$ cat config.mk
export PLATFORM = sky130hd
export DESIGN_NAME = rrc_exp2_stage
export DESIGN_NICKNAME = d
export VERILOG_FILES = /design/src/sv/rrc_pkg.sv /design/src/sv/rrc_exp2_stage.sv
export SDC_FILE = /design/constraint.sdc
export NUM_CORES = 1
export LEC_CHECK = 0
export BUFFER_PORTS_ARGS = -buffer_cell sky130_fd_sc_hd__buf_2
export CORE_MARGIN = 8
export CORE_UTILIZATION = 38
export DETAILED_ROUTE_END_ITERATION = 8
export MAX_ROUTING_LAYER = met4
export SLEW_MARGIN = 20
export SYNTH_ARGS = -nofsm -noshare
export SYNTH_HDL_FRONTEND = slang
export SYNTH_SLANG_ARGS = --single-unit
$ cat constraint.sdc
create_clock -name clk -period 11.29 [get_ports clk]
set_clock_uncertainty 0.15 [all_clocks]
set_input_delay 2.258 -clock clk [delete_from_list [all_inputs] [get_ports clk]]
set_output_delay 2.258 -clock clk [all_outputs]
set_load 0.02 [all_outputs]
$ cat src/sv/rrc_pkg.sv
// ----------------------------------------------------------------------------
// Reflectivity to rain rate: shared package
// Register indexes, reset values, fixed-point constants, the item types that
// pass between the pipeline sections, and the roots used by the exp2 steps.
// ----------------------------------------------------------------------------
package rrc_pkg;

  localparam int unsigned CFG_ADDR_W = 3;
  localparam int unsigned CFG_DATA_W = 24;
  localparam int unsigned FRAC_BITS  = 16;
  localparam int unsigned EXP_STAGES = 16;

  typedef enum logic [CFG_ADDR_W-1:0] {
    REG_DBZ_GAIN       = 3'd0,
    REG_DBZ_OFFSET     = 3'd1,
    REG_LOW_THRESHOLD  = 3'd2,
    REG_HAIL_THRESHOLD = 3'd3,
    REG_COEFF_LOG2     = 3'd4,
    REG_EXPON_RECIP    = 3'd5
  } cfg_reg_t;

  localparam logic [15:0] GAIN_RESET   = 16'd2048;
  localparam logic [15:0] OFFSET_RESET = 16'hE000;
  localparam logic [15:0] LOW_RESET    = 16'd0;
  localparam logic [15:0] HAIL_RESET   = 16'd14080;
  localparam logic [23:0] COEFF_RESET  = 24'd500951;
  localparam logic [17:0] RECIP_RESET  = 18'd40960;

  // log2(10)/10 in Q0.32.
  localparam logic [31:0] LOG2_TEN_TENTH = 32'd1426757253;
  // -100 dBZ in Q.12.
  localparam logic signed [24:0] FORCED_DBZ_Q12 = -25'sd409600;
  localparam logic [31:0] MIN_RATE_Q16 = 32'd66;
  localparam logic [31:0] ONE_Q30 = 32'h4000_0000;

  typedef struct packed {
    logic [15:0] dbz_gain;
    logic [15:0] dbz_offset;
    logic [15:0] low_threshold;
    logic [15:0] hail_threshold;
    logic [23:0] coeff_log2;
    logic [17:0] expon_recip;
  } cfg_t;

  typedef struct packed {
    logic signed [11:0] n;
    logic [15:0]        f;
    logic [31:0]        m;
  } exp_item_t;

  function automatic logic [63:0] isqrt64(input logic [63:0] v);
    logic [63:0] rem;
    logic [63:0] r;
    logic [63:0] b;
    rem = v;
    r   = 64'd0;
    b   = 64'd1 << 62;
    for (int i = 0; i < 32; i++) begin
      if (rem >= r + b) begin
        rem = rem - (r + b);
        r   = (r >> 1) + b;
      end else begin
        r = r >> 1;
      end
      b = b >> 2;
    end
    return r;
  endfunction

  // Q.30 value of 2^(2^-k), built by repeated square roots.
  function automatic logic [31:0] exp2_root(input int unsigned k);
    logic [63:0] root;
    root = 64'd1 << 31;
    for (int unsigned i = 1; i <= EXP_STAGES; i++) begin
      if (i <= k) begin
        root = isqrt64(root << 30);
      end
    end
    return root[31:0];
  endfunction

endpackage

$ cat src/sv/rrc_exp2_stage.sv
// ----------------------------------------------------------------------------
// Reflectivity to rain rate: one exp2 step
// Multiplies the mantissa by 2^(2^-k) with rounding when fraction bit 16-k is
// set, and holds the result in a pipeline register.
// ----------------------------------------------------------------------------
module rrc_exp2_stage #(
  parameter int unsigned STAGE_K = 1
) (
  input  logic                clk,
  input  logic                rst_n,
  input  logic                in_valid,
  output logic                in_ready,
  input  rrc_pkg::exp_item_t  in_item,
  output logic                out_valid,
  input  logic                out_ready,
  output rrc_pkg::exp_item_t  out_item
);

  localparam logic [31:0] ROOT    = rrc_pkg::exp2_root(STAGE_K);
  localparam int unsigned BIT_POS = rrc_pkg::FRAC_BITS - STAGE_K;

  logic               v_r;
  rrc_pkg::exp_item_t item_r, item_nxt;
  logic [63:0]        prod;

  assign in_ready  = !v_r || out_ready;
  assign out_valid = v_r;
  assign out_item  = item_r;

  always_comb begin
    prod     = {32'd0, in_item.m} * {32'd0, ROOT} + (64'd1 << 29);
    item_nxt = in_item;
    if (in_item.f[BIT_POS]) begin
      item_nxt.m = prod[61:30];
    end
  end

  always_ff @(posedge clk) begin
    if (!rst_n) begin
      v_r <= 1'b0;
    end else if (in_ready) begin
      v_r <= in_valid;
    end
  end

  always_ff @(posedge clk) begin
    if (in_ready) begin
      item_r <= item_nxt;
    end
  end

endmodule

Word-level counts from Yosys, hierarchy flattened
Cells that the tools add are included.
{ "totals": {"input_bits": 64, "register_bits": 61, "output_inout_bits": 62} }
{ "classes": {"reduce_logical": 2, "multipliers": 1, "muxes": 1, "addsub": 1} }
{ "op_table": {"columns": ["cell", "count"], "rows": [
  ["$add 62x30->62 const B", 1],
  ["$mul 32x31->62 const B", 1],
  ["$mux 32", 1],
  ["$logic_not 1->1", 1],
  ["$logic_or 1x1->1", 1]
]} }

Longest topological paths before layout
{ "logic_depth": {"ltp_word": 3, "ltp_mapped": 25} }

Worst setup path before layout
Ideal clock, no wire load.
{ "synth_path": {"kind": "input -> register", "from": "input in_item[5] (netlist name)", "to": "register item_r (netlist bit out_item[31]), data pin", "cell_stages": 24, "required_ps": 10874, "setup_ps": 266, "path_slack_ps": 2704, "arrival_ps": 8171, "path_buffers": 0, "cell_sequence": "ha_1 ha_1 a21o_1 fa_1 inv_1 fa_1 inv_1 fa_1 inv_1 fa_1 inv_1 fa_1 inv_1 fa_1 inv_1 ha_1 nand4_2 nor2_2 o2111ai_2 a41oi_2 a31oi_4 o31ai_4 nor3_1 or3b_1"} }
{ "synth_rtl": {"columns": ["element", "line", "source"], "rows": [
  ["start: declaration", "rrc_exp2_stage.sv:13", "input rrc_pkg::exp_item_t in_item,"],
  ["end signal: assignment", "rrc_exp2_stage.sv:48", "item_r <= item_nxt;"],
  ["end: declaration", "rrc_exp2_stage.sv:23", "rrc_pkg::exp_item_t item_r, item_nxt;"]
]} }

==> flow_metrics.env <==
export IMPL_outcome="completed"
export IMPL_dr_pass1_iters=5
export IMPL_ys_ff_latch=61
export IMPL_wl_mm=54.9
export IMPL_clk_latency_ps=330
export IMPL_synthArstFlopShare=0
export IMPL_drive_gt1_frac=0.0888
export IMPL_gp_congestion=0.931
export IMPL_setup_violations=0
export IMPL_rsz0062_at_grt="no"
export IMPL_grt_pass1_vias=15600
export IMPL_gr_total_overflow=0
export IMPL_synthTopCellsByArea="fa_1, ha_1, inv_1"
export IMPL_grt_max_degree=63
export IMPL_synth_cell_type_count=76
export IMPL_maxSlewHeadroom=0.430
export IMPL_core_mm2=0.0512
export IMPL_critPathMaxFanout=13
export IMPL_synth_top_family_by_area="adder cells"
export IMPL_timing_reg2reg_setup_slack_ps=9670
export IMPL_synth_edff_count=60
export IMPL_hold_viol=0
export IMPL_root_buffer="clkbuf_16"
export IMPL_cts_buffers=9
export IMPL_grt_use_met2=0.331
export IMPL_gr_usage_met1=0.243
export IMPL_synth_simple_area_share=0.0539
export IMPL_cts_setup_buffers=0
export IMPL_cts_sinks=61
export IMPL_synth_top_area_cell="fa_1"
export IMPL_dp_hpwl_mm=46.8
export IMPL_vias=13700
export IMPL_crit_arrival_ps=9420
export IMPL_diodes=0
export IMPL_cap_violations=0
export IMPL_fmax_mhz=105
export IMPL_post_cts_resized=0
export IMPL_clk_pin_slew_ps=60
export IMPL_fp_row_count=83
export IMPL_io_buffer_count=125
export IMPL_worst_pin_slew_ps=856
export IMPL_netlist_area_mm2=0.0196
export IMPL_postCtsHoldBufs=0
export IMPL_drc=0
export IMPL_cp_end_kind="register"
export IMPL_grt_pass1_wl_mm=87.4
export IMPL_clock_path_buffers=2
export IMPL_dp_cells=2702
export IMPL_place_area_mm2=0.0210
export IMPL_ant_nets=0
export IMPL_synth_xor_area_frac=0.0282
export IMPL_drv_slew=0
export IMPL_yosysSeqAreaShare=0.0930
export IMPL_finalNonFillerCells=2718
export IMPL_final_nets=2874
export IMPL_min_path_type="reg2reg"
export IMPL_die_area_mm2=0.0591
export IMPL_area_growth_pct=8.41
export IMPL_dieWidth_um=243
export IMPL_top_usage_layer="met2"
export IMPL_drt_initial_drc_count=661
export IMPL_ioPinCount=126
export IMPL_dieHeight_um=243
export IMPL_synth_fa_ha_area_frac=0.624
export IMPL_syn_inst=1922
export IMPL_gr_usage_met3=0.0250
export IMPL_min_period_over_period=0.840
export IMPL_synth_compound_area_frac=0.0810
export IMPL_synth_ff_type="edfxtp_1"
export IMPL_cts_htree_levels=3
export IMPL_yosysWarnings=0
export IMPL_cp_start_kind="input port"
export IMPL_vias_per_cell=5.05
export IMPL_criticalPathCategory="in2reg"
export IMPL_synth_fp_nets=2763
export IMPL_grt_usage=0.194
export IMPL_fin_crit_ps=9480
export IMPL_synth_top_area_share=0.340
export IMPL_cp_required_ps=11230
export IMPL_cts_tree="yes"
export IMPL_stdcell_area_mm2=0.0212
export IMPL_wl_per_cell_um=20.2
export IMPL_fin_tns_setup_ps=0
export IMPL_antenna_found_initial=0
export IMPL_synthMuxAreaShare=0.0109
export IMPL_initial_utilization=0.383
export IMPL_avgSynthCellArea_um2=10.2
## synth_stat cells (all sizes together), types with 10 or more instances
library cell	count
nand3	12
fa	333
a211oi	10
a21oi	64
nand4	22
nor2	36
ha	444
edfxtp	60
and2	18
a21o	33
inv	539
xor2	47
xnor2	16
o21a	12
buf	12
nand2	62
o21ai	48
clkbuf	14
mux2	16
nor3	18
## flip-flops by register name, indices dropped and copies added (netlist names)
name / cells
out_item: 60
out_valid: 1
## final timing paths
| path | depth (start not counted) | startpoint | endpoint |
|---|---|---|---|
| setup reg to reg | 2 | out_valid$_SDFFE_PN0P_ | out_item[0]$_DFFE_PP_ |
| hold / removal | 2 | out_valid$_SDFFE_PN0P_ | out_item[32]$_DFFE_PP_ |
| setup / recovery | 24 | in_item[11] | out_item[28]$_DFFE_PP_ |
| hold reg to reg | 2 | out_valid$_SDFFE_PN0P_ | out_item[32]$_DFFE_PP_ |
## through the flow
stage	setup WS, ps	utilization	hold WS (ps)
floorplan	2700	-	1950
global placement	1470	0.409	928
detailed placement	1430	0.409	927
CTS	1770	0.415	937
global route	1370	0.415	989
finish	1810	0.415	905
## cells by family after synthesis
logic type                 after synthesis
DFF                                     61
xor gates and xnor gates                63
and+or+nand+nor                        207
muxes                                   19
buffers and inverters                  565
AOI/OAI and AO/OA                      230
adders and majority gates              777
## critical path, stage by stage
cell	delay [ps]
buf_2	540
ha_1	430
xor2_1	350
nand2_1	90
nand2_1	110
fa_1	410
inv_1	80
fa_1	410
inv_1	90
fa_1	450
fa_1	450
fa_1	560
inv_1	70
fa_1	490
inv_1	50
ha_1	320
a21oi_1	380
o211ai_1	160
a311oi_1	470
a21oi_1	210
o21ai_2	310
a211oi_2	150
or3_1	320
a31o_1	220
## layout by cell type, fill, tap and decap left out, types with 8 or more instances in the layout
master | Yosys | final
and3_1 | 8 | 8
and2_1 | 17 | 17
nand3_1 | 12 | 12
buf_2 | 10 | 125
edfxtp_1 | 60 | 60
mux2_2 | 15 | 15
clkbuf_16 | 0 | 9
nand2_1 | 62 | 62
ha_1 | 444 | 444
nand4_1 | 21 | 21
o21ai_0 | 39 | 39
nor3_1 | 18 | 18
a21oi_1 | 64 | 64
a21o_1 | 33 | 33
nor2_1 | 34 | 34
xor2_1 | 47 | 47
o21bai_1 | 8 | 8
a211oi_1 | 9 | 9
xnor2_1 | 16 | 16
o21a_1 | 12 | 12
fa_1 | 333 | 333
inv_1 | 539 | 539
o211ai_1 | 9 | 9
## final cells by class
| class | instances | area, µm² |
|---|---|---|
| inverter | 539 | 2020 |
| timing repair buffer | 126 | 633 |
| multi-input combinational | 1296 | 15600 |
| clock inverter | 5 | 51.3 |
| sequential | 61 | 1820 |
| tap | 680 | 851 |
| clock buffer | 11 | 233 |
| fill | 5017 | 30000 |
## metal layers
metal | wire, µm | up-vias
met3 | 2500 | 87
met4 | 1420 | 0
met5 | 0 | -
met1 | 24100 | 6912
li1 | - | 6408
met2 | 26900 | 328
Power is left out: the tool's default activity adds up to more than one toggle a clock period on the data nets, which glitch-free logic cannot reach.
