### src/sv/rrc_pkg.sv
// ----------------------------------------------------------------------------
// Reflectivity to rain rate: shared package
// Register indexes, reset values, fixed-point constants, the item types that
// pass between the pipeline sections, and the roots used by the exp2 steps.
// ----------------------------------------------------------------------------
package rrc_pkg;

  localparam int unsigned CFG_ADDR_W = 3;
  localparam int unsigned CFG_DATA_W = 24;
  localparam int unsigned FRAC_BITS  = 16;
  localparam int unsigned EXP_STAGES = 16;

  typedef enum logic [CFG_ADDR_W-1:0] {
    REG_DBZ_GAIN       = 3'd0,
    REG_DBZ_OFFSET     = 3'd1,
    REG_LOW_THRESHOLD  = 3'd2,
    REG_HAIL_THRESHOLD = 3'd3,
    REG_COEFF_LOG2     = 3'd4,
    REG_EXPON_RECIP    = 3'd5
  } cfg_reg_t;

  localparam logic [15:0] GAIN_RESET   = 16'd2048;
  localparam logic [15:0] OFFSET_RESET = 16'hE000;
  localparam logic [15:0] LOW_RESET    = 16'd0;
  localparam logic [15:0] HAIL_RESET   = 16'd14080;
  localparam logic [23:0] COEFF_RESET  = 24'd500951;
  localparam logic [17:0] RECIP_RESET  = 18'd40960;

  // log2(10)/10 in Q0.32.
  localparam logic [31:0] LOG2_TEN_TENTH = 32'd1426757253;
  // -100 dBZ in Q.12.
  localparam logic signed [24:0] FORCED_DBZ_Q12 = -25'sd409600;
  localparam logic [31:0] MIN_RATE_Q16 = 32'd66;
  localparam logic [31:0] ONE_Q30 = 32'h4000_0000;

  typedef struct packed {
    logic [15:0] dbz_gain;
    logic [15:0] dbz_offset;
    logic [15:0] low_threshold;
    logic [15:0] hail_threshold;
    logic [23:0] coeff_log2;
    logic [17:0] expon_recip;
  } cfg_t;

  typedef struct packed {
    logic signed [11:0] n;
    logic [15:0]        f;
    logic [31:0]        m;
  } exp_item_t;

  function automatic logic [63:0] isqrt64(input logic [63:0] v);
    logic [63:0] rem;
    logic [63:0] r;
    logic [63:0] b;
    rem = v;
    r   = 64'd0;
    b   = 64'd1 << 62;
    for (int i = 0; i < 32; i++) begin
      if (rem >= r + b) begin
        rem = rem - (r + b);
        r   = (r >> 1) + b;
      end else begin
        r = r >> 1;
      end
      b = b >> 2;
    end
    return r;
  endfunction

  // Q.30 value of 2^(2^-k), built by repeated square roots.
  function automatic logic [31:0] exp2_root(input int unsigned k);
    logic [63:0] root;
    root = 64'd1 << 31;
    for (int unsigned i = 1; i <= EXP_STAGES; i++) begin
      if (i <= k) begin
        root = isqrt64(root << 30);
      end
    end
    return root[31:0];
  endfunction

endpackage

### src/sv/rrc_front.sv
// ----------------------------------------------------------------------------
// Reflectivity to rain rate: front section
// Six stages: code to dBZ, threshold and hail clamp, scaling to log2, removal
// of log2 a, scaling by 1/b and rounding into integer and fraction parts.
// ----------------------------------------------------------------------------
module rrc_front (
  input  logic                clk,
  input  logic                rst_n,
  input  rrc_pkg::cfg_t       cfg,
  input  logic                in_valid,
  output logic                in_ready,
  input  logic [7:0]          code,
  output logic                out_valid,
  input  logic                out_ready,
  output rrc_pkg::exp_item_t  out_item
);

  localparam int unsigned STAGES = 6;

  logic [STAGES-1:0] v_r;
  logic [STAGES-1:0] en;

  logic signed [24:0] dbz0_r, dbz0_nxt;
  logic signed [19:0] dbz1_r, dbz1_nxt;
  logic signed [51:0] prod2_r, prod2_nxt;
  logic signed [25:0] t3_r, t3_nxt;
  logic signed [43:0] prod4_r, prod4_nxt;
  logic signed [11:0] n5_r, n5_nxt;
  logic [15:0]        f5_r, f5_nxt;

  logic signed [24:0] code_s, gain_s, off_s, low_s, hail_s, lim;
  logic signed [51:0] rnd3;
  logic signed [43:0] rnd5;

  always_comb begin
    en[STAGES-1] = !v_r[STAGES-1] || out_ready;
    for (int i = STAGES - 2; i >= 0; i--) begin
      en[i] = !v_r[i] || en[i+1];
    end
  end

  assign in_ready  = en[0];
  assign out_valid = v_r[STAGES-1];

  always_ff @(posedge clk) begin
    if (!rst_n) begin
      v_r <= '0;
    end else begin
      if (en[0]) begin
        v_r[0] <= in_valid;
      end
      for (int i = 1; i < STAGES; i++) begin
        if (en[i]) begin
          v_r[i] <= v_r[i-1];
        end
      end
    end
  end

  always_comb begin
    code_s   = $signed({17'd0, code});
    gain_s   = $signed({{9{cfg.dbz_gain[15]}}, cfg.dbz_gain});
    off_s    = $signed({{5{cfg.dbz_offset[15]}}, cfg.dbz_offset, 4'd0});
    dbz0_nxt = code_s * gain_s + off_s;
  end

  always_comb begin
    low_s  = $signed({{5{cfg.low_threshold[15]}}, cfg.low_threshold, 4'd0});
    hail_s = $signed({{5{cfg.hail_threshold[15]}}, cfg.hail_threshold, 4'd0});
    lim    = (dbz0_r < low_s) ? rrc_pkg::FORCED_DBZ_Q12 : dbz0_r;
    if (lim > hail_s) begin
      lim = hail_s;
    end
    dbz1_nxt = $signed(lim[19:0]);
  end

  assign prod2_nxt = 52'(dbz1_r) * $signed({20'd0, rrc_pkg::LOG2_TEN_TENTH});

  always_comb begin
    rnd3   = prod2_r + 52'sd134217728;
    t3_nxt = 26'($signed(rnd3[51:28])) - $signed({2'b00, cfg.coeff_log2});
  end

  assign prod4_nxt = 44'(t3_r) * $signed({26'd0, cfg.expon_recip});

  always_comb begin
    rnd5   = prod4_r + 44'sd32768;
    n5_nxt = $signed(rnd5[43:32]);
    f5_nxt = rnd5[31:16];
  end

  always_ff @(posedge clk) begin
    if (en[0]) begin
      dbz0_r <= dbz0_nxt;
    end
    if (en[1]) begin
      dbz1_r <= dbz1_nxt;
    end
    if (en[2]) begin
      prod2_r <= prod2_nxt;
    end
    if (en[3]) begin
      t3_r <= t3_nxt;
    end
    if (en[4]) begin
      prod4_r <= prod4_nxt;
    end
    if (en[5]) begin
      n5_r <= n5_nxt;
      f5_r <= f5_nxt;
    end
  end

  always_comb begin
    out_item.n = n5_r;
    out_item.f = f5_r;
    out_item.m = rrc_pkg::ONE_Q30;
  end

endmodule

### config.mk
export PLATFORM = sky130hd
export DESIGN_NAME = rrc_front
export DESIGN_NICKNAME = d
export VERILOG_FILES = /design/src/sv/rrc_pkg.sv /design/src/sv/rrc_front.sv
export SDC_FILE = /design/constraint.sdc
export NUM_CORES = 2
export LEC_CHECK = 0
export ABC_AREA = 1
export BUFFER_PORTS_ARGS = -buffer_cell sky130_fd_sc_hd__buf_4
export CAP_MARGIN = 20
export CELL_PAD_IN_SITES_DETAIL_PLACEMENT = 1
export CELL_PAD_IN_SITES_GLOBAL_PLACEMENT = 1
export CORE_ASPECT_RATIO = 0.7
export CORE_UTILIZATION = 45
export CTS_CLUSTER_SIZE = 25
export DETAILED_ROUTE_END_ITERATION = 16
export PLACE_DENSITY_LB_ADDON = 0.1
export SLEW_MARGIN = 20
export SYNTH_ARGS = -nofsm -noshare
export SYNTH_HDL_FRONTEND = slang
export SYNTH_SLANG_ARGS = --single-unit
### constraint.sdc
create_clock -name clk -period 5.9 [get_ports clk]
set_input_delay 0.59 -clock clk [delete_from_list [all_inputs] [get_ports clk]]
set_output_delay 0.59 -clock clk [all_outputs]
set_load 0.03 [all_outputs]
After elaboration in Yosys (flattened, before gate mapping)
Index checks and enable logic that the tools add are counted.
Storage, ports and cells
  register bits: 201
  input port bits: 118
  output and inout bits: 62
  logic and storage cells: 37
Operators by class
  $add $sub $neg: 4
  multiply operators: 3
  magnitude comparators: 2
  multiplexer cells: 2
  reductions and logical operators: 12
Operator list (count)
  52-bit by 29-bit adder with 52-bit output (second input constant): 1
  20-bit by 32-bit multiplier with 52-bit output (second input constant): 1
  44-bit by 17-bit adder with 44-bit output (second input constant): 1
  26-bit by 19-bit multiplier with 44-bit output: 1
  24-bit by 25-bit subtractor with 26-bit output: 1
  25-bit by 20-bit adder with 25-bit output: 1
  25-bit by 20-bit > comparator with 1-bit output: 1
  25-bit by 20-bit less-than comparator with 1-bit output: 1
  9-bit by 16-bit multiplier with 25-bit output: 1
  25-bit two-way mux: 1
  20-bit two-way mux: 1
  1-bit zero test: 6
  1-bit logical OR: 6

Depth between registers and ports, before layout
  depth after elaboration: 7
  gate-level depth with buffers: 29
  depth with buffers taken out: 27

Least setup slack after synthesis
Ideal clock, no wire load.
  path type: input port to flip-flop
  from: input cfg[5] in the netlist's numbering
  to: register prod4_r[38] (data pin)
  setup time: 0.260 ns
  arrival: 5.929 ns
  required time: 5.640 ns
  slack: -0.289 ns
  cell stages on the path: 22
  path buffers: 2
  path through: clkbuf_1 > clkbuf_1 > nand2_1 > fa_1 > inv_1 > fa_1 > inv_1 > fa_1 > fa_1 > inv_1 > fa_1 > inv_1 > fa_1 > inv_1 > ha_1 > nand2_1 > nor2_1 > inv_1 > nor3_1 > nand3_1 > nand4_1 > xor2_1
On the way
  word-level cells in the longest chain between the ends: 1
Ends and longest elaborated chain
  start, declared: RTL line rrc_front.sv:9  | input rrc_pkg::cfg_t cfg,
  26-bit by 19-bit multiplier with 44-bit output: RTL line rrc_front.sv:84  | assign prod4_nxt = 44'(t3_r) * $signed({26'd0, cfg.expon_recip});
  net prod4_nxt[38]: RTL line rrc_front.sv:27  | logic signed [43:0] prod4_r, prod4_nxt;
  end signal, assigned: RTL line rrc_front.sv:106  | prod4_r <= prod4_nxt;
  end, declared: RTL line rrc_front.sv:27
The timed path passes the listed nets, and every way through them passes these cells.
A chain may end at the register's enable or synchronous reset.

Worst setup path after layout
  from: register t3_r[25]
  to: register prod4_r[42] (data pin)
On the way
  word-level cells in the longest chain between the ends: 1
Ends and longest elaborated chain
  start, declared: RTL line rrc_front.sv:26  | logic signed [25:0] t3_r, t3_nxt;
  start signal, assigned: RTL line rrc_front.sv:103  | t3_r <= t3_nxt;
  26-bit by 19-bit multiplier with 44-bit output: RTL line rrc_front.sv:84
  net prod4_nxt[42]: RTL line rrc_front.sv:27
The timed path passes the listed nets, and every way through them passes these cells.

==> results.yml <==
floorplan:
  die_area_sq_um: 92600
  die_h_um: 255
  die_x_um: 363
  initial_utilization_pct: 45.6
  num_rows: 92
  io_pins: 180
  coreArea_sq_um: 90200
setup_path:
  critPathRequiredTime_ns: 6.16
  r2r_start: "t3_r[25]"
  cp-end-kind: "flip-flop"
  r2r_end: "prod4_r[42]"
  critical_path_class: "reg2reg"
  setup.worst_path.start_class: "flip-flop"
  reg2reg_depth: 19
  arrival_ns: 6.25
  path_max_fanout: 4
  r2r_slack_ns: -0.09
layout:
  nFillCells: 10900
  final_cell_mix: "inv_1 (1443), nand2_1 (936), fa_1 (725)"
  nNetsFinal: 6685
  area_growth_pct: 16.5
  layout_commonest_cell: "inv_1"
  drive_above_1_share_pct: 16.1
routing:
  postRouteAntennaNets: 0
  firstDrtPassIters: 6
  avgViaCountPerCell: 4.92
  drc: 0
  wl_per_cell_um: 19.1
  num_vias: 32400
  wl_mm: 126
  drt_iter0_drc: 1674
hold_path:
  min_to: "dbz1_r[14]"
  hold_path_class: "in2reg"
  hp-start: "cfg[52]"
  whs_path_depth: 3
logic_synthesis:
  synth_edf_count: 153
  ys_ff_latch: 159
  synth.distinct_cells: 55
  synthCells: 4979
  yosys.area.top_type_share_pct: 36.2
  yosysWarnings: 0
  yosys-top-cells-area: "fa_1 (36%), ha_1 (14%), inv_1 (14%), edfxtp_1 (11%), nand2_1 (9.0%)"
  synth_ff_type: "edfxtp_1"
  ys_seq_area_share_pct: 11.5
  synth.avg_cell_area_sq_um: 8.26
  syn_area_sq_um: 41100
  synth_largest_area_cell: "fa_1"
  synth-async-reset-ratio_pct: 0
cts:
  cts_tree: "done"
  cts_buffers: 17
  clock_latency_ns: 0.51
  cts_root_buf: "clkbuf_16"
  clock_sinks: 159
  path_clk_slew_ns: 0.08
  htree_levels: 4
  clock_path_buffers: 2
timing:
  tightest_slew_ns: 0.761
  setup_violations: 2
  hold_viol_final: 0
  rsz0062_at_grt: "yes"
  maxSlewHeadroom_pct: 49.2
  period_minus_slack_ns: 5.99
  final.setup.worst_slack_ns: -0.0923
  post-route-period-util_pct: 102
  maxSlewViolCount: 0
  fin_skew_ns: 0.0219
  fmax_mhz: 167
flow_run:
  drv_cap: 0
grt:
  grt_start_max_net_pins: 32
  grt_pass1_wl_mm: 198
  antenna_found_initial: 4
  track_usage_pct: 27.9
  grt_pass1_vias: 35300
  grt_overflow: 0
placement:
  dp_hpwl_mm: 109
  finalWeightedCongestion: 0.903
  io_buffers: 147
  dp_slack_ns: -0.549
outcome:
  violations: "negative setup slack"
  status: "finished, violations left"
## layout make-up
cell class	count	area (sq um)	share of cell area, %
timing repair buffer	503	4130	8.61
sequential	159	4710	9.84
inverter	1494	5620	11.7
clock inverter	14	148	0.308
antenna	2	5.00	0.0104
multi-input combinational	3179	31300	65.4
clock buffer	18	429	0.896
tap	1222	1530	3.19
## repair_timing
action,CTS,global route
gates resized for setup,55,328
endpoints found under the setup margin,19,49
pin swaps,17,139
setup buffers,12,47
hold buffers,0,0
## critical path: stages, from the launching register on
cell and delay, ns:
edfxtp_1 0.55, buf_6 0.20, nand2_2 0.06, inv_2 0.04
fa_1 0.56, inv_2 0.09, fa_1 0.51, fa_2 0.66
inv_4 0.08, fa_1 0.46, fa_1 0.56, fa_1 0.46
ha_4 0.27, a21o_1 0.25, nor2_1 0.21, o21ai_1 0.12
buf_4 0.16, a31oi_1 0.17, nand3_1 0.16, xor2_1 0.17
## layer usage
layer	GRT usage, %	share of wire, %
met5	0	0.017
met4	4.68	1.4
met3	4.96	5.1
met2	44.1	45
met1	40.6	48
## per-stage QoR
stage | cell area (sq um) | hold slack [ns] | cells | setup TNS (ns) | util, %
after floorplan | 41300 | 0.436 | 5009 | -0.000537 | -
after global routing | 47900 | 0.358 | 6591 | -1.14 | 53.1
after detailed placement | 45500 | 0.456 | 6499 | -6.84 | 50.4
after CTS | 46500 | 0.331 | 6543 | 0 | 51.5
after global placement | 45500 | 0.450 | 6499 | -4.42 | 50.4
final | 47900 | 0.372 | 6591 | -0.114 | 53.1
## cells in the mapped netlist, types with 8 or more instances
master    instances
inv_1          1490
nand2_1         985
fa_1            743
ha_1            470
nor2_1          218
a21oi_1         184
edfxtp_1        153
clkbuf_1        125
xor2_1          103
o21ai_0          94
nand3_1          87
xnor2_1          50
buf_4            33
nand4_1          31
nor3_1           25
a31oi_1          18
a21o_1           16
nand2_2          15
o21bai_1         15
o21a_1           12
a21boi_0          9
nand3_2           9
nor4_1            8
or2_2             8
## how the worst max path moves through the flow
stage | from | slack, ns | to
global route | t3_r[25] | -0.24 | prod4_r[42]
finish | t3_r[25] | -0.09 | prod4_r[42]
CTS | t3_r[25] | 0.0003 | prod4_r[41]
detailed placement | cfg[10] | -0.55 | prod4_r[40]
global placement | cfg[10] | -0.41 | prod4_r[40]
floorplan | cfg[5] | -0.0005 | prod4_r[38]
## cells by family after synthesis
logic type,synth area share (%)
adders and majority gates,50.5
buffers and inverters,15.6
AOI/OAI and AO/OA,4.99
DFF,11.5
xor gates and xnor gates,3.26
and+or+nand+nor,14.2
other,0.0183
## sequential cells by signal, indices dropped and copies added (netlist names)
register and flops:
dbz0_r 25, t3_r 26, v_r 6, prod4_r 29, dbz1_r 20, n5_r 12, prod2_r 25, f5_r 16
Power is not shown: default switching activity piles up to over one toggle a cycle in this logic, so the estimate is an artifact.
