===== config.mk =====
export PLATFORM = sky130hd
export DESIGN_NAME = rrc_back
export DESIGN_NICKNAME = d
export VERILOG_FILES = /design/src/sv/rrc_pkg.sv /design/src/sv/rrc_back.sv
export SDC_FILE = /design/constraint.sdc
export NUM_CORES = 1
export LEC_CHECK = 0
export BUFFER_PORTS_ARGS = -buffer_cell sky130_fd_sc_hd__buf_2
export CAP_MARGIN = 20
export CORE_ASPECT_RATIO = 1.2
export CORE_UTILIZATION = 25
export CTS_CLUSTER_DIAMETER = 120
export DETAILED_ROUTE_END_ITERATION = 16
export SETUP_SLACK_MARGIN = 0.02
export SLEW_MARGIN = 20
export SYNTH_ARGS = -nofsm -noshare
export SYNTH_HDL_FRONTEND = slang
export SYNTH_SLANG_ARGS = --single-unit

===== constraint.sdc =====
create_clock -name clk -period 7.9 [get_ports clk]
set_input_delay 0.395 -clock clk [delete_from_list [all_inputs] [get_ports clk]]
set_output_delay 0.395 -clock clk [all_outputs]
set_load 0.02 [all_outputs]

===== src/sv/rrc_pkg.sv =====
// ----------------------------------------------------------------------------
// Reflectivity to rain rate: shared package
// Register indexes, reset values, fixed-point constants, the item types that
// pass between the pipeline sections, and the roots used by the exp2 steps.
// ----------------------------------------------------------------------------
package rrc_pkg;

  localparam int unsigned CFG_ADDR_W = 3;
  localparam int unsigned CFG_DATA_W = 24;
  localparam int unsigned FRAC_BITS  = 16;
  localparam int unsigned EXP_STAGES = 16;

  typedef enum logic [CFG_ADDR_W-1:0] {
    REG_DBZ_GAIN       = 3'd0,
    REG_DBZ_OFFSET     = 3'd1,
    REG_LOW_THRESHOLD  = 3'd2,
    REG_HAIL_THRESHOLD = 3'd3,
    REG_COEFF_LOG2     = 3'd4,
    REG_EXPON_RECIP    = 3'd5
  } cfg_reg_t;

  localparam logic [15:0] GAIN_RESET   = 16'd2048;
  localparam logic [15:0] OFFSET_RESET = 16'hE000;
  localparam logic [15:0] LOW_RESET    = 16'd0;
  localparam logic [15:0] HAIL_RESET   = 16'd14080;
  localparam logic [23:0] COEFF_RESET  = 24'd500951;
  localparam logic [17:0] RECIP_RESET  = 18'd40960;

  // log2(10)/10 in Q0.32.
  localparam logic [31:0] LOG2_TEN_TENTH = 32'd1426757253;
  // -100 dBZ in Q.12.
  localparam logic signed [24:0] FORCED_DBZ_Q12 = -25'sd409600;
  localparam logic [31:0] MIN_RATE_Q16 = 32'd66;
  localparam logic [31:0] ONE_Q30 = 32'h4000_0000;

  typedef struct packed {
    logic [15:0] dbz_gain;
    logic [15:0] dbz_offset;
    logic [15:0] low_threshold;
    logic [15:0] hail_threshold;
    logic [23:0] coeff_log2;
    logic [17:0] expon_recip;
  } cfg_t;

  typedef struct packed {
    logic signed [11:0] n;
    logic [15:0]        f;
    logic [31:0]        m;
  } exp_item_t;

  function automatic logic [63:0] isqrt64(input logic [63:0] v);
    logic [63:0] rem;
    logic [63:0] r;
    logic [63:0] b;
    rem = v;
    r   = 64'd0;
    b   = 64'd1 << 62;
    for (int i = 0; i < 32; i++) begin
      if (rem >= r + b) begin
        rem = rem - (r + b);
        r   = (r >> 1) + b;
      end else begin
        r = r >> 1;
      end
      b = b >> 2;
    end
    return r;
  endfunction

  // Q.30 value of 2^(2^-k), built by repeated square roots.
  function automatic logic [31:0] exp2_root(input int unsigned k);
    logic [63:0] root;
    root = 64'd1 << 31;
    for (int unsigned i = 1; i <= EXP_STAGES; i++) begin
      if (i <= k) begin
        root = isqrt64(root << 30);
      end
    end
    return root[31:0];
  endfunction

endpackage


===== src/sv/rrc_back.sv =====
// ----------------------------------------------------------------------------
// Reflectivity to rain rate: back section
// Scales the Q.30 mantissa by the integer exponent with rounding and
// saturation, then zeroes rates below 0.001 mm/h in the output register.
// ----------------------------------------------------------------------------
module rrc_back (
  input  logic                clk,
  input  logic                rst_n,
  input  logic                in_valid,
  output logic                in_ready,
  input  rrc_pkg::exp_item_t  in_item,
  output logic                out_valid,
  input  logic                out_ready,
  output logic [31:0]         rain_rate,
  output logic                saturated
);

  logic [1:0]  v_r;
  logic [1:0]  en;
  logic [31:0] rate_a_r, rate_a_nxt;
  logic        sat_a_r, sat_a_nxt;
  logic [31:0] rate_b_r, rate_b_nxt;
  logic        sat_b_r;
  logic [32:0] wide;
  logic [32:0] sum;
  logic [12:0] shr;
  logic [4:0]  sh;

  always_comb begin
    en[1] = !v_r[1] || out_ready;
    en[0] = !v_r[0] || en[1];
  end

  assign in_ready  = en[0];
  assign out_valid = v_r[1];
  assign rain_rate = rate_b_r;
  assign saturated = sat_b_r;

  always_ff @(posedge clk) begin
    if (!rst_n) begin
      v_r <= '0;
    end else begin
      if (en[0]) begin
        v_r[0] <= in_valid;
      end
      if (en[1]) begin
        v_r[1] <= v_r[0];
      end
    end
  end

  always_comb begin
    shr        = 13'sd14 - 13'(in_item.n);
    sh         = shr[4:0];
    wide       = {1'b0, in_item.m} << ((in_item.n == 12'sd15) ? 1 : 0);
    sum        = ({1'b0, in_item.m} + (33'd1 << (5'(sh - 5'd1)))) >> sh;
    sat_a_nxt  = 1'b0;
    rate_a_nxt = 32'd0;
    if (in_item.n >= 12'sd16) begin
      sat_a_nxt  = 1'b1;
      rate_a_nxt = '1;
    end else if (in_item.n >= 12'sd14) begin
      if (wide[32]) begin
        sat_a_nxt  = 1'b1;
        rate_a_nxt = '1;
      end else begin
        rate_a_nxt = wide[31:0];
      end
    end else if (shr < 13'd32) begin
      rate_a_nxt = sum[31:0];
    end
  end

  assign rate_b_nxt = (!sat_a_r && (rate_a_r < rrc_pkg::MIN_RATE_Q16)) ? 32'd0 : rate_a_r;

  always_ff @(posedge clk) begin
    if (en[0]) begin
      rate_a_r <= rate_a_nxt;
      sat_a_r  <= sat_a_nxt;
    end
    if (en[1]) begin
      rate_b_r <= rate_b_nxt;
      sat_b_r  <= sat_a_r;
    end
  end

endmodule


# == After elaboration in Yosys (flattened, before gate mapping) ==
# Index checks and enable logic that the tools add are counted.
# classes
magnitude_cmp,4
div,0
muxes,6
addsub,3
n_reduce_logical,6
n_eq_ne,1
shift,3
multipliers,0
bitwise,0
# ops
op,count
32-bit two-way mux,3
32-bit by 33-bit adder with 33-bit output,1
1-bit by 5-bit left shift with 33-bit output (first input constant),1
32-bit by 1-bit left shift with 33-bit output,1
33-bit by 5-bit right shift with 32-bit output,1
32-bit by 7-bit less-than comparator with 1-bit output (second input constant),1
13-bit by 6-bit less-than comparator with 1-bit output (second input constant),1
5-bit by 12-bit subtractor with 13-bit output (first input constant),1
12-bit by 5-bit == test with 1-bit output (second input constant),1
12-bit by 5-bit greater-or-equal comparator with 1-bit output (second input constant),1
12-bit by 6-bit greater-or-equal comparator with 1-bit output (second input constant),1
5-bit by 1-bit subtractor with 5-bit output (second input constant),1
1-bit logical NOT,3
1-bit two-way mux,3
1-bit logical OR,2
1-bit logical AND,1
# totals
mem_bits_ro,0
ramBits,0
elab_cells,29
n_memories,0
reg_bits,68
latchBits,0
out_inout_bits,35
inputBits,64

# == Logic depth before layout (Yosys ltp) ==
# Gate-level depths: netlist (run 1).
# depth
word_depth,7
mapped_depth,27
ltp_nobuf,22

# == Least setup slack after synthesis (run 1) ==
# OpenSTA, ideal clock, no wires.
# synth_timing
path_kind,input to register
startpoint,in in_item[48] in the netlist's numbering
endpoint,"reg rate_a_r[8], data pin"
arrival_time_ns,5.484
stages,27
n_path_buf,5
setup_slack_ns,2.144
cell_sequence,clkbuf_1 > clkinv_1 > clkbuf_8 > clkbuf_8 > ha_1 > clkbuf_8 > inv_1 > clkbuf_8 > nor2_1 > xnor2_1 > nor3_1 > a21oi_1 > nor2_1 > and2_1 > ha_1 > inv_1 > fa_1 > and2b_1 > o2111ai_2 > a21bo_4 > a31oi_4 > o21ai_1 > xnor2_1 > mux4_2 > nand2_1 > o311ai_1 > or4_1
# synth_via
elab_chain_cells,7
elab_cells_between_ends,14
classes_between,add/sub (3); order compare (3); eq/ne (1); shift (3); mux (4)
# synth_lines
element,line_no,text
start: declaration,rrc_back.sv:11,"input rrc_pkg::exp_item_t in_item,"
5-bit by 12-bit subtractor with 13-bit output,rrc_back.sv:53,shr = 13'sd14 - 13'(in_item.n);
5-bit by 1-bit subtractor with 5-bit output,rrc_back.sv:56,"sum = ({1'b0, in_item.m} + (33'd1 << (5'(sh - 5'd1)))) >> sh;"
1-bit by 5-bit left shift with 33-bit output,rrc_back.sv:56,
32-bit by 33-bit adder with 33-bit output,rrc_back.sv:56,
33-bit by 5-bit right shift with 32-bit output,rrc_back.sv:56,
32-bit two-way mux,rrc_back.sv:69,end else if (shr < 13'd32) begin
32-bit two-way mux,rrc_back.sv:62,end else if (in_item.n >= 12'sd14) begin
end signal: assignment,rrc_back.sv:78,rate_a_r <= rate_a_nxt;
end: declaration,rrc_back.sv:20,"logic [31:0] rate_a_r, rate_a_nxt;"
# Parallel ways exist; a longest one is shown, timed or not.
# A chain may end at the register's enable or synchronous reset.

# == Worst setup path after layout (run 1) ==
# layout_timing
startpoint,in in_item[49] in the netlist's numbering
endpoint,"reg rate_a_r[9], data pin"
# The elaborated chain is that of the path after synthesis.

==> flow_summary.json, run 1 <==
{
  "grt_pass1_wl_mm": 47.5,
  "yosysWarnings": 0,
  "crit_fanout": 8,
  "placed_area_sq_mm": 0.00884,
  "routed_wl_mm": 31.0,
  "worst_pin_slew_ps": 1070,
  "arrival_ps": 6400,
  "rows": 72,
  "syn_area_sq_mm": 0.00830,
  "critical_path.max_stage_delay_ps": 670,
  "synth_fp_nets": 1114,
  "grt_max_degree": 44,
  "hp-class": "in -> reg",
  "layout-drive-gt1-share_pct": 16.8,
  "power_leakage_nw": 3.41,
  "r2r-end": "rain_rate[3]$_SDFFCE_PP0P_",
  "final_cell_area_sq_mm": 0.00910,
  "cts_resized": 0,
  "wl_per_cell_um": 21.6,
  "ys_async_sr_fraction_pct": 0,
  "slew_headroom_pct": 28.7,
  "timing_hold_violations_final": 0,
  "path_class": "in -> reg",
  "numCtsBuffers": 9,
  "max-vdd-ir-drop_uv": 87.2,
  "die-area_sq_mm": 0.0339,
  "htree_num_levels": 3,
  "fill_cells": 3514,
  "clk_latency_ps": 320,
  "clock-skew-final_ps": 5.53,
  "worstPathRequired_ps": 7940,
  "power_w": 0.00128,
  "path_buf_inv": 4,
  "cp-end-kind": "flip-flop",
  "grt_overflow": 0,
  "outcome": "completed",
  "antenna_cells": 0,
  "hp-start": "rst_n",
  "start_kind": "input pin",
  "hold_path_depth": 2,
  "ys_seq_elements": 68,
  "reg2reg_depth": 4,
  "initial_core_util_pct": 25.6,
  "syn_inst": 1011,
  "cts_root_buffer": "clkbuf_16",
  "ys_seq_area_share_pct": 24.4,
  "cp_common_cell": "inv_1",
  "track_usage_pct": 18.2,
  "fp.dieW_um": 168,
  "postRouteAntennaNets": 0,
  "area_growth_pct": 9.66,
  "drtIter0Drc": 737,
  "crit_family": "compound AO/OA/AOI/OAI gates",
  "gp_congestion": 0.979,
  "layout_min_cycle_time_ps": 6350,
  "final_common_cell": "nor2_1",
  "max_freq_mhz": 157,
  "dp_hpwl_mm": 25.0,
  "antenna_found_initial": 1,
  "rsz0062_at_grt": "no",
  "syn_avg_cell_area_sq_um": 8.21,
  "power.density_mw_per_mm2": 141,
  "cts_buffer_depth": 2,
  "grt_pass1_vias": 7875,
  "fin_nets": 1126,
  "core_area_sq_mm": 0.0324,
  "io_pins": 99,
  "ys.flop_type": "edfxtp_1",
  "cts_setup_buffers": 0,
  "synth-edff-count": 66,
  "maxSlewViolCount": 0,
  "vias_per_cell": 5.85,
  "r2r-start": "rate_a_r[30]$_SDFFCE_PP1P_",
  "cts.clk_slew.worst_paths_ps": 50,
  "clock-sinks": 68,
  "crit_start": "in_item[49]",
  "firstDrtPassIters": 5,
  "period_share_pct": 80.4,
  "synth.distinct_cells": 95,
  "setup_violations": 0,
  "placement.io_buffers": 82,
  "path_cells": "buf_2 > inv_1 > ha_1 > inv_1 > nor2_1 > xnor2_1 > nor3_1 > a21oi_1 > nor2_1 > and2_1 > ha_1 > inv_1 > fa_1 > and2b_1 > o2111ai_2 > a211oi_2 > o211ai_1 > and3b_1 > o21ai_0 > nand4_1 > a221oi_2 > a21oi_1 > o211ai_1",
  "layout_common_cells": "nor2_1, nand2_1, buf_2",
  "drv_cap": 0,
  "cp_slowest_cell": "a221oi_2",
  "die_h_um": 202,
  "vias": 8394,
  "finalSetupTns_ps": 0,
  "holdPathEnd": "v_r[1]$_SDFFE_PN0P_",
  "holdBufCountCts": 0,
  "cts_tree": "yes",
  "drc": 0,
  "reg2reg_setup_slack_ps": 5980
}
[where the power goes]
part	switching, W	leakage (nW)	internal (W)
clock	0.000131	0.123	0.000210
sequential	0.0000108	0.681	0.000431
combinational	0.000337	2.60	0.000163
[Yosys cell counts, types with 10 or more instances]
library cell	n	area, sq um
mux4_2	10	225
a31oi_1	10	62.6
mux2i_1	24	240
or3_1	15	93.8
xor2_1	13	114
o21ai_0	52	260
o221ai_1	20	175
ha_1	38	475
a21o_1	18	135
and3_1	32	200
inv_1	15	56.3
clkbuf_1	64	240
edfxtp_1	66	1980
and2_1	20	125
o211ai_1	19	143
nand3_1	25	125
clkbuf_8	11	151
nand4_1	19	119
a211oi_1	19	143
xnor2_1	21	184
nor3_1	52	260
nand2_1	88	330
a21oi_1	61	305
nor2_1	101	379
o31ai_1	11	82.6
nor4_1	14	87.6
[worst max path at each step]
| stage | endpoint | slack, ps | cells after the start |
|---|---|---|---|
| after floorplan | rate_a_r[8]$_SDFFCE_PP1P_ | 2140 | 27 |
| after global placement | rate_a_r[9]$_SDFFCE_PP1P_ | 1280 | 20 |
| after detailed placement | rate_a_r[9]$_SDFFCE_PP1P_ | 1160 | 18 |
| after CTS | rate_a_r[9]$_SDFFCE_PP1P_ | 1490 | 18 |
| after global routing | rate_a_r[15]$_SDFFCE_PP1P_ | 1320 | 18 |
| final | rate_a_r[9]$_SDFFCE_PP1P_ | 1550 | 23 |
[cell families after synthesis]
family                   Yosys count  synth area share [%]
AO/OA/AOI/OAI                    317                  28.1
XOR/XNOR                          34                  3.59
adder cells (fa/ha/maj)           39                  5.97
buffers and inverters            114                  7.33
flip-flops                        68                  24.4
multiplexers                      39                  6.47
AND/OR/NAND/NOR                  400                  24.2
[stage by stage]
stage               std cells  utilization (%)  hold slack (ps)  setup WS (ps)
floorplan                1011                -              428           2140
global placement         1418             27.2              432           1280
detailed placement       1419             27.3              434           1160
CTS                      1435             28.1              285           1490
global route             1435             28.1              300           1320
finish                   1435             28.1              298           1550
[worst reg2reg max path, cell delays in order, from the launching register on]
cell,delay (ps)
edfxtp_1,370
nor4_1,370
nand4_1,180
a211oi_1,620
nor2b_1,100
[registers in the layout, summed over array words and instances, names as in the netlist]
name       flops
rain_rate     32
rate_a_r      32
v_r            2
sat_a_r        1
saturated      1
[layer usage]
layer / vias up / track usage, % / share of wire (%)
met5: - / 0 / 0
met4: 0 / 10.5 / 6.3
met3: 102 / 2.36 / 6.3
met2: 379 / 30.5 / 47
met1: 4009 / 22.2 / 40
li1: 3904 / - / -
[area by class of cell]
| class | count | area (sq um) | area share [%] |
|---|---|---|---|
| clock inverters | 5 | 28.8 | 0.316 |
| multi-input cells | 829 | 5700 | 62.7 |
| clock buffers | 11 | 233 | 2.56 |
| repair buffers | 99 | 546 | 5.99 |
| well taps | 407 | 509 | 5.59 |
| inverters | 16 | 60.1 | 0.660 |
| flip-flops and latches | 68 | 2020 | 22.2 |
No activity file was read; power rests on OpenSTA's default activity.
==> run 2: changes to the inputs <==
Settings changed: ABC_AREA set to 1.
Clock period 7.9 ns to 5.58 ns, I/O delays scaled along.
==> flow_summary.json, run 2 <==
{
  "layout-drive-gt1-share_pct": 10.8,
  "period_share_pct": 80.3,
  "holdBufCountCts": 0,
  "cp_common_cell": "nand2_1",
  "cp-end-kind": "flip-flop",
  "gp_congestion": 0.949,
  "area_growth_pct": 13.8,
  "ys_seq_elements": 68,
  "cts_buffer_depth": 2,
  "synth_xor_area_share_pct": 1.63,
  "ys_seq_area_share_pct": 25.5,
  "htree_num_levels": 3,
  "rsz0062_at_grt": "no",
  "track_usage_pct": 17.7,
  "synth_adder_area_share_pct": 6.26,
  "timing_hold_violations_final": 0,
  "grt_pass1_wl_mm": 43.3,
  "drtIter0Drc": 618,
  "fp.dieW_um": 164,
  "power_w": 0.00171,
  "clk_latency_ps": 320,
  "core_area_sq_mm": 0.0313,
  "placed_area_sq_mm": 0.00873,
  "synth_compound_area_share_pct": 8.33,
  "layout_common_cells": "nand2_1, nand3_1, inv_1",
  "syn_area_sq_mm": 0.00792,
  "synth.distinct_cells": 46,
  "start_kind": "input pin",
  "wl_per_cell_um": 16.2,
  "yosysMostFrequentCell": "nand2_1",
  "cts_setup_buffers": 0,
  "syn_inst": 1312,
  "grt_overflow": 0,
  "maxSlewViolCount": 0,
  "synth_mux_area_share_pct": 0,
  "max-vdd-ir-drop_uv": 225,
  "layout_min_cycle_time_ps": 4480,
  "clock-skew-final_ps": 5.42,
  "cts_resized": 0,
  "power.density_mw_per_mm2": 190,
  "final_cell_area_sq_mm": 0.00901,
  "critical_path.max_stage_delay_ps": 400,
  "ys.flop_type": "edfxtp_1",
  "cts.clk_slew.worst_paths_ps": 50,
  "synthTopCellsByCount": "nand2_1, nand3_1, inv_1",
  "yosysWarnings": 0,
  "postRouteAntennaNets": 0,
  "cts_root_buffer": "clkbuf_16",
  "syn_avg_cell_area_sq_um": 6.03,
  "drv_cap": 0,
  "rows": 71,
  "synth_top_area_share_pct": 25.0,
  "placement.io_buffers": 82,
  "numCtsBuffers": 9,
  "vias": 8533,
  "drc": 0,
  "antenna_found_initial": 1,
  "vias_per_cell": 4.83,
  "worst_pin_slew_ps": 990,
  "io_pins": 99,
  "ys_async_sr_fraction_pct": 0,
  "final_common_cell": "nand2_1",
  "setup_violations": 0,
  "grt_max_degree": 38,
  "outcome": "completed",
  "routed_wl_mm": 28.6,
  "netlist_top_cells_area": "edfxtp_1, nand2_1, nand3_1",
  "cp_slowest_cell": "fa_1",
  "fin_nets": 1464,
  "worstPathRequired_ps": 5770,
  "finalSetupTns_ps": 0,
  "max_freq_mhz": 223,
  "synth_fp_nets": 1415,
  "die-area_sq_mm": 0.0324,
  "yosysTopAreaCell": "edfxtp_1",
  "path_class": "in -> reg",
  "crit_fanout": 8,
  "utilization_pct": 28.8,
  "arrival_ps": 4670,
  "initial_core_util_pct": 25.3,
  "cts_tree": "yes",
  "synth_top_family_by_area": "simple AND/OR/NAND/NOR gates",
  "dp_hpwl_mm": 24.6,
  "power_leakage_nw": 4.59,
  "firstDrtPassIters": 5,
  "clock-sinks": 68,
  "grt_pass1_vias": 7968,
  "slew_headroom_pct": 33.8,
  "synth-simple-area-share_pct": 45.6,
  "die_h_um": 197,
  "hp-class": "in -> reg",
  "synth-edff-count": 66
}
-- run 2: critical path: cells and delay by family --
kind,cells,cell delay [ps]
XOR/XNOR,1,200
AO/OA/AOI/OAI,1,140
buffers and inverters,5,630
adder cells (fa/ha/maj),3,870
AND/OR/NAND/NOR,19,2570
-- run 2: final timing paths --
check,startpoint,end,slack [ps],cells past startpoint
setup / recovery,in_item[49],rate_a_r[5]$_SDFFCE_PP1P_,1100,29
hold / removal,rst_n,v_r[1]$_SDFFE_PN0P_,200,3
setup reg to reg,rate_a_r[21]$_SDFFCE_PP1P_,rain_rate[1]$_SDFFCE_PP0P_,3250,5
hold reg to reg,rate_a_r[16]$_SDFFCE_PP1P_,rain_rate[16]$_SDFFCE_PP0P_,440,0
-- run 2: cells by family after synthesis --
| logic type | Yosys count |
|---|---|
| simple gates | 830 |
| flops | 68 |
| fa+ha+maj | 39 |
| xor+xnor | 13 |
| buf+inv | 260 |
| compound gates | 102 |
-- run 2: where the power goes --
part           switching [W]  internal (W)
logic               0.000400      0.000179
registers          0.0000129      0.000604
clock network       0.000176      0.000340
-- run 2: final cells by class --
type                    count  area (sq um)
flip-flops and latches     68          2020
well taps                 401           502
clock inverters             3          38.8
repair buffers            105           583
clock buffers              12           236
multi-input cells         984          4900
fillers                  3561         22300
diodes                      1          2.50
inverters                 193           724
-- run 2: stage by stage --
stage	instances	setup WS, ps	hold slack, ps
floorplan	1312	1220	409
global placement	1751	876	430
detailed placement	1751	794	435
CTS	1766	1140	191
global route	1767	614	216
finish	1767	1100	196
-- run 2: routing by layer --
metal	wire length, um	vias up	share of wire, %	track usage, %
li1	-	4368	-	-
met1	11800	3831	41	20.6
met2	13900	263	49	31.6
met3	1150	71	4.0	1.41
met4	1750	0	6.1	10.3
met5	0	-	0	0
==> run 3: changes to the inputs <==
Clock period 5.58 ns to 4.2 ns, I/O delays scaled along.
==> flow_summary.json, run 3 (synthesized netlist as in run 2, its figures left out) <==
{
  "reg2reg_depth": 5,
  "core_area_sq_mm": 0.0313,
  "outcome": "completed",
  "crit_start": "in_item[48]",
  "antenna_found_initial": 1,
  "grt_pass1_vias": 8421,
  "layout_min_cycle_time_ps": 3850,
  "cts_root_buffer": "clkbuf_16",
  "sequentialPowerShare_pct": 33.4,
  "vias_per_cell": 4.64,
  "slew_headroom_pct": 33.2,
  "period_share_pct": 91.6,
  "dp_hpwl_mm": 25.5,
  "max_freq_mhz": 260,
  "drtIter0Drc": 551,
  "rows": 71,
  "postRouteAntennaNets": 0,
  "r2r-start": "rate_a_r[20]$_SDFFCE_PP1P_",
  "utilization_pct": 32.2,
  "hold_slack_ps": 124,
  "rsz0062_at_grt": "yes",
  "layout_common_cells": "nand2_1, nand3_1, inv_1",
  "hold_path_depth": 3,
  "fp.dieW_um": 164,
  "power_w": 0.00246,
  "wl_per_cell_um": 15.3,
  "power_leakage_nw": 5.25,
  "drc": 0,
  "cts_setup_buffers": 0,
  "grt_pass1_wl_mm": 44.3,
  "io_pins": 99,
  "holdBufCountCts": 0,
  "worstPathRequired_ps": 4270,
  "p_int_w": 0.00164,
  "crit_fanout": 8,
  "initial_core_util_pct": 25.3,
  "routed_wl_mm": 29.0,
  "firstDrtPassIters": 5,
  "vias": 8800,
  "track_usage_pct": 18.1,
  "finalSetupTns_ps": 0,
  "final_cell_area_sq_mm": 0.0101,
  "setup_violations": 0,
  "worst_pin_slew_ps": 999,
  "area_growth_pct": 27.2,
  "grt_max_degree": 36,
  "layout-drive-gt1-share_pct": 19.5,
  "timing_hold_violations_final": 0,
  "placement.io_buffers": 82,
  "max-vdd-ir-drop_uv": 279,
  "drv_cap": 0,
  "hp-class": "in -> reg",
  "path_class": "in -> reg",
  "final_common_cell": "nand2_1",
  "reg2reg_setup_slack_ps": 1850,
  "clk_latency_ps": 320,
  "cts_tree": "yes",
  "cp-end-kind": "flip-flop",
  "clock-sinks": 68,
  "cts_buffer_depth": 2,
  "maxSlewViolCount": 0,
  "fin_nets": 1592,
  "holdPathEnd": "v_r[1]$_SDFFE_PN0P_",
  "die_h_um": 197,
  "cts.clk_slew.worst_paths_ps": 50,
  "htree_num_levels": 3,
  "die-area_sq_mm": 0.0324,
  "numCtsBuffers": 9,
  "cts_resized": 0,
  "hp-start": "rst_n",
  "power.density_mw_per_mm2": 244,
  "arrival_ps": 3920,
  "gp_congestion": 0.965,
  "switching_share_pct": 33.4,
  "grt_overflow": 0,
  "placed_area_sq_mm": 0.00971,
  "clockPowerShare_pct": 31.4,
  "clock-skew-final_ps": 6.80,
  "power_switching_w": 0.000820,
  "start_kind": "input pin",
  "combPwrFrac_pct": 35.2,
  "r2r-end": "rain_rate[1]$_SDFFCE_PP0P_"
}
-- run 3: metal layers --
layer / wire length (um) / vias up / track usage [%]
li1: - / 4605 / -
met3: 785 / 55 / 0.800
met2: 14700 / 202 / 33.2
met4: 1290 / 0 / 8.60
met1: 12200 / 3938 / 21.3
met5: 0 / - / 0
-- run 3: critical path, cell delays in order --
cell     delay [ps]
buf_2           130
ha_1            160
inv_1            50
buf_4           130
nor2_4          120
xor2_2          200
inv_2            80
xor2_2          230
buf_4           220
buf_12          130
nor2_1           50
ha_1            320
nand2_1         110
inv_1            90
buf_4           100
nand2_1          70
nor2_2          160
buf_4           150
nand3_1         120
nand4_1         220
nand3_1         140
nand3_1         130
nand3_1         110
nand3_1         140
nand3_1         190
nand2_1         110
nand2_1          50
-- run 3: how the worst max path moves through the flow --
stage | to | slack, ps | cells after the start
2_1_floorplan | rate_a_r[3]$_SDFFCE_PP1P_ | 80 | 31
3_3_place_gp | rate_a_r[2]$_SDFFCE_PP1P_ | -8 | 26
3_5_place_dp | rate_a_r[2]$_SDFFCE_PP1P_ | 10 | 27
4_1_cts | rate_a_r[2]$_SDFFCE_PP1P_ | 330 | 26
5_1_grt | rate_a_r[10]$_SDFFCE_PP1P_ | 3 | 28
6_report | rate_a_r[2]$_SDFFCE_PP1P_ | 350 | 27
-- run 3: cell type report --
cell class	instances	area, sq um
Antenna cell	1	2.50
Clock buffer	9	225
Clock inverter	7	91.3
Fill cell	3495	21200
Inverter	193	724
Multi-Input combinational cell	984	4940
Sequential cell	68	2020
Tap cell	401	502
Timing Repair Buffer	233	1560
-- run 3: power groups by stage --
stage	registers (W)	clock network, W	logic [W]
after floorplan	0.000866	0	0.000491
after global placement	0.000831	0	0.000851
after detailed placement	0.000834	0	0.000853
after CTS	0.000821	0.000790	0.000856
after global routing	0.000825	0.000813	0.000963
final	0.000820	0.000772	0.000864
-- run 3: stage by stage --
step / cells / worst slack [ps]
final: 1896 / 352
after global routing: 1896 / 2.78
after CTS: 1895 / 331
after detailed placement: 1879 / 11.1
after global placement: 1879 / -8.41
after floorplan: 1312 / 84.1
